==> config.mk <==
export PLATFORM = sky130hd
export DESIGN_NAME = tbpr_csr
export DESIGN_NICKNAME = d
export VERILOG_FILES = /design/src/design/tile_background_pixel_render_core_assert.svh /design/src/design/tbpr_pkg.sv /design/src/design/tbpr_csr.sv
export SDC_FILE = /design/constraint.sdc
export NUM_CORES = 1
export LEC_CHECK = 0
export BUFFER_PORTS_ARGS = -buffer_cell sky130_fd_sc_hd__buf_2
export CAP_MARGIN = 25
export CORE_MARGIN = 3
export CORE_UTILIZATION = 36
export CTS_CLUSTER_SIZE = 40
export DETAILED_ROUTE_END_ITERATION = 8
export SLEW_MARGIN = 10
export SYNTH_ARGS = -nofsm -noshare
export SYNTH_HDL_FRONTEND = slang
export SYNTH_SLANG_ARGS = --single-unit
export TNS_END_PERCENT = 50
==> constraint.sdc <==
create_clock -name clock -period 1.2 [get_ports clock]
set_input_delay 0.18 -clock clock [delete_from_list [all_inputs] [get_ports clock]]
set_output_delay 0.18 -clock clock [all_outputs]
set_load 0.02 [all_outputs]
==> src/design/tile_background_pixel_render_core_assert.svh <==
// ---------------------------------------------------------------------------
// Assertion macros
// Shared concurrent assertion forms for the tile background renderer.
// Define NO_ASSERTIONS to compile them out.
// ---------------------------------------------------------------------------
`ifndef TILE_BACKGROUND_PIXEL_RENDER_CORE_ASSERT_SVH
`define TILE_BACKGROUND_PIXEL_RENDER_CORE_ASSERT_SVH

`ifndef NO_ASSERTIONS

// Condition in one cycle implies the consequence in the next cycle
`define TBPR_ASSERT_NEXT(lbl, clk, rst, ante, cons) \
   lbl: assert property (@(posedge clk) disable iff (rst) (ante) |=> (cons)) \
      else $error("tbpr: assertion failed");

// Condition implies the consequence in the same cycle
`define TBPR_ASSERT_SAME(lbl, clk, rst, ante, cons) \
   lbl: assert property (@(posedge clk) disable iff (rst) (ante) |-> (cons)) \
      else $error("tbpr: assertion failed");

`else

`define TBPR_ASSERT_NEXT(lbl, clk, rst, ante, cons)
`define TBPR_ASSERT_SAME(lbl, clk, rst, ante, cons)

`endif

`endif

==> src/design/tbpr_pkg.sv <==
// ---------------------------------------------------------------------------
// tbpr_pkg
// Types, constants and helpers shared by the tile background renderer.
// ---------------------------------------------------------------------------
package tbpr_pkg;

   localparam int VRAM_BYTES   = 8192;
   localparam int VRAM_ADDR_W  = 13;

   // Map region is the top 2 KiB; tile data is the low 6 KiB, held as
   // 16-bit byte pairs with the even byte in the lower lane.
   localparam int MAP_DEPTH    = 2048;
   localparam int MAP_ADDR_W   = 11;
   localparam int PAIR_DEPTH   = 3072;
   localparam int PAIR_ADDR_W  = 12;

   localparam logic [PAIR_ADDR_W-1:0] SIGNED_PAIR_BASE = 12'h400;
   localparam logic [7:0] LAST_LINE   = 8'd143;
   localparam logic [7:0] WIN_X_SHIFT = 8'd7;

   // lcd_control bit positions
   localparam int LCD_BG_ON      = 0;
   localparam int LCD_BG_MAP     = 3;
   localparam int LCD_TILE_UNSGN = 4;
   localparam int LCD_WIN_ON     = 5;
   localparam int LCD_WIN_MAP    = 6;

   localparam logic [15:0] COLOR_SHADE0 = 16'hFFFF;
   localparam logic [15:0] COLOR_SHADE1 = 16'h00EF;
   localparam logic [15:0] COLOR_SHADE2 = 16'h00E0;
   localparam logic [15:0] COLOR_SHADE3 = 16'h0000;

   typedef enum logic [2:0] {
      CSR_LCD_CONTROL = 3'd0,
      CSR_SCROLL_Y    = 3'd1,
      CSR_SCROLL_X    = 3'd2,
      CSR_WINDOW_Y    = 3'd3,
      CSR_WINDOW_X    = 3'd4,
      CSR_BG_PALETTE  = 3'd5
   } csr_index_type;

   typedef struct packed {
      logic [7:0] lcd_control;
      logic [7:0] scroll_y;
      logic [7:0] scroll_x;
      logic [7:0] window_y;
      logic [7:0] window_x;
      logic [7:0] bg_palette;
   } cfg_type;

   function automatic logic [15:0] shade_color(input logic [1:0] shade);
      logic [15:0] color;
      unique case (shade)
         2'd0:    color = COLOR_SHADE0;
         2'd1:    color = COLOR_SHADE1;
         2'd2:    color = COLOR_SHADE2;
         default: color = COLOR_SHADE3;
      endcase
      return color;
   endfunction

endpackage

==> src/design/tbpr_csr.sv <==
// ---------------------------------------------------------------------------
// tbpr_csr
// Configuration register file; unknown indexes are dropped.
// ---------------------------------------------------------------------------
module tbpr_csr (
   input  logic                    clock,
   input  logic                    reset,
   input  logic                    csr_valid,
   output logic                    csr_ready,
   input  tbpr_pkg::csr_index_type csr_index,
   input  logic [7:0]              csr_data,
   output tbpr_pkg::cfg_type       cfg
);
   import tbpr_pkg::*;

   cfg_type cfg_ff;
   cfg_type cfg_in;
   logic    wr_go;

   assign csr_ready = !reset;
   assign wr_go     = csr_valid && csr_ready;

   always_comb begin
      cfg_in = cfg_ff;
      if (wr_go) begin
         unique case (csr_index)
            CSR_LCD_CONTROL: cfg_in.lcd_control = csr_data;
            CSR_SCROLL_Y:    cfg_in.scroll_y    = csr_data;
            CSR_SCROLL_X:    cfg_in.scroll_x    = csr_data;
            CSR_WINDOW_Y:    cfg_in.window_y    = csr_data;
            CSR_WINDOW_X:    cfg_in.window_x    = csr_data;
            CSR_BG_PALETTE:  cfg_in.bg_palette  = csr_data;
            default:         cfg_in = cfg_ff;
         endcase
      end
   end

   always_ff @(posedge clock) begin
      if (reset) begin
         cfg_ff.lcd_control <= 8'd145;
         cfg_ff.scroll_y    <= 8'd0;
         cfg_ff.scroll_x    <= 8'd0;
         cfg_ff.window_y    <= 8'd0;
         cfg_ff.window_x    <= 8'd0;
         cfg_ff.bg_palette  <= 8'd252;
      end else begin
         cfg_ff <= cfg_in;
      end
   end

   assign cfg = cfg_ff;

endmodule

==> flow_summary.ini <==
[run_status]
status = completed

[min_path]
hold_depth = 3
hp-class = input port to flip-flop
hold_end = cfg[15]
hp-start = csr_data[7]

[place]
portBuffers = 62
post-place-cells = 338
dp_hpwl_mm = 3.81
place_area_um2 = 2320
gp_congestion = 0.805
dp_slack_ns = -0.0484

[synth]
synth_area_um2 = 1850
syn_inst = 207
synth_edf_count = 0
synth.most_common_cell = dfxtp_1
syn_avg_cell_area_um2 = 8.96
yosysSeqAreaShare_pct = 51.8
synthArstFlopShare_pct = 0
yosysWarnings = 0
synth_common_cells = dfxtp_1, a21oi_1, nand3_1, o21ai_0, and3_1
ys_seq_elements = 48
synth_top_cell_area_share_pct = 51.8
ys_types = 24
synth.area.top_cells = dfxtp_1, a21oi_1, a31o_2
yosysTopAreaCell = dfxtp_1
synth_ff_type = dfxtp_1
syn_nets = 221

[global_routing]
grt_pass1_wl_mm = 8.98
antenna_found_initial = 0
grt_use_total_pct = 19.0
grt_max_degree = 23
overflow = 0
grt_pass1_vias = 1769

[detailed_routing]
viasPerCell = 5.25
firstDrtPassIters = 4
drt-total-wl_mm = 5.32
wire_per_inst_um = 15.4
vias = 1818
drc_errors = 0
postRouteAntennaNets = 0
drt_iter0_drc = 132

[clock_tree]
cts-root-buf = clkbuf_8
cts_buffers = 5
cts_max_level = 2
cts_hold_buf = 0
cts_resized = 0
cts_sinks = 48
cts.clk_slew.worst_paths_ns = 0.10
clk_latency_ns = 0.29
cts_tree = done
cts_setup_buffers = 0
clk_path_buf_depth = 2

[floorplanning]
rows = 25
core_um2 = 4850
boundaryPins = 63
die_x_um = 77.8
die_y_um = 77.8
start_util_pct = 38.2
dieArea_um2 = 6050

[critical_path]
crit_required_ns = 1.02
end_kind = output pin
r2r_end = cfg[1]
reg2reg_from = cfg[1]
critical_path.max_fanout = 17
r2r_cells = 2
start_kind = input port
critPathArrivalTime_ns = 0.94
critPathKind = input port to output pin
r2r_setup_slack_ns = 0.52

[sta]
fin_crit_sh_pct = 93.3
tightest_slew_ns = 0.444
rsz0062_at_grt = no
max_freq_mhz = 894
period_needed_ns = 1.12
setup_viol = 0
finClkSkew_ns = 0
drv_slew = 0
hold_violations = 0
holdWs_ns = 0.193
setup_ws_ns = 0.0809
fin_tns_setup_ns = 0
maxSlewHeadroom_pct = 70.4

[power]
leakage_nw = 1.10
clockPowerShare_pct = 37.9
power_frac_seq_pct = 52.3
combPwrFrac_pct = 9.8
vdd_drop_max_mv = 0.682
p_int_mw = 2.36
power.total_mw = 3.12
switching_share_pct = 24.6
power_switching_mw = 0.767
powerDensity_nw_per_um2 = 1280

[finish]
postLayoutCellArea_um2 = 2440
register_area_um2 = 961
drive_gt1_share_pct = 38.4
multiInputGateArea_um2 = 806
final_nets = 292
instances_no_fill = 346
largest_reg_flops = 48
area_growth_pct = 31.6
num-fill-cells = 481
fin_util_pct = 50.3
antenna_cells = 0

[run]
cap_violations = 0
## cells by family after synthesis
| logic type | count (synthesis) | share of synthesized area [%] |
|---|---|---|
| flip-flops | 48 | 51.8 |
| AND/OR/NAND/NOR | 69 | 20.9 |
| buffers and inverters | 19 | 4.72 |
| AO/OA/AOI/OAI | 71 | 22.6 |
## cell type report
class | instances | area share, %
clock buffers | 5 | 2.82
multi-input cells | 140 | 33.0
inverters | 2 | 0.308
repair buffers | 81 | 19.1
flip-flops and latches | 48 | 39.4
well taps | 67 | 3.44
clock inverters | 3 | 1.95
## layout by cell type (no fill, tap or decap)
cell type	n
clkinv_1	1
a31o_1	2
clkinv_4	2
a211o_1	1
and3b_1	1
a31o_2	14
buf_4	18
inv_1	1
and3_1	17
nand3_1	23
nand2_1	4
buf_12	1
buf_2	62
o21ai_0	23
nor3_1	8
or2_2	1
a21oi_1	31
nor2b_2	1
nor2_1	9
or3b_1	1
nor3b_2	1
and4bb_2	1
bufinv_16	1
clkbuf_8	5
nand4bb_1	1
nand3b_1	1
dfxtp_1	48
## routing by layer
layer | track usage [%] | vias to the layer above | routed length [µm]
li1 | - | 894 | -
met1 | 23.2 | 861 | 2360
met2 | 32.2 | 58 | 2580
met3 | 4.76 | 5 | 319
met4 | 6.41 | 0 | 62
met5 | 0 | - | 0
## worst max path at each step
| stage | from | to | slack, ns | depth (start not counted) |
|---|---|---|---|---|
| 6_report | reset | csr_ready | 0.08 | 5 |
| 5_1_grt | reset | csr_ready | 0.06 | 5 |
| 4_1_cts | reset | csr_ready | 0.09 | 5 |
| 3_5_place_dp | csr_index[0] | cfg[45] | -0.05 | 4 |
| 3_3_place_gp | csr_index[0] | cfg[46] | -0.02 | 4 |
| 2_1_floorplan | reset | cfg[6] | 0.05 | 4 |
## power groups by stage
stage / registers [mW] / clock network (mW) / logic [mW]
after floorplan: 1.71 / 0 / 0.121
after global routing: 1.64 / 1.28 / 0.335
after detailed placement: 1.67 / 0 / 0.306
final: 1.63 / 1.18 / 0.306
after global placement: 1.67 / 0 / 0.306
after CTS: 1.63 / 1.21 / 0.306
## critical path, cell delays in order
cell      delay (ns)
buf_2           0.14
buf_4           0.16
clkinv_1        0.04
buf_4           0.21
buf_2           0.20
(Power assumes the default switching activity.)
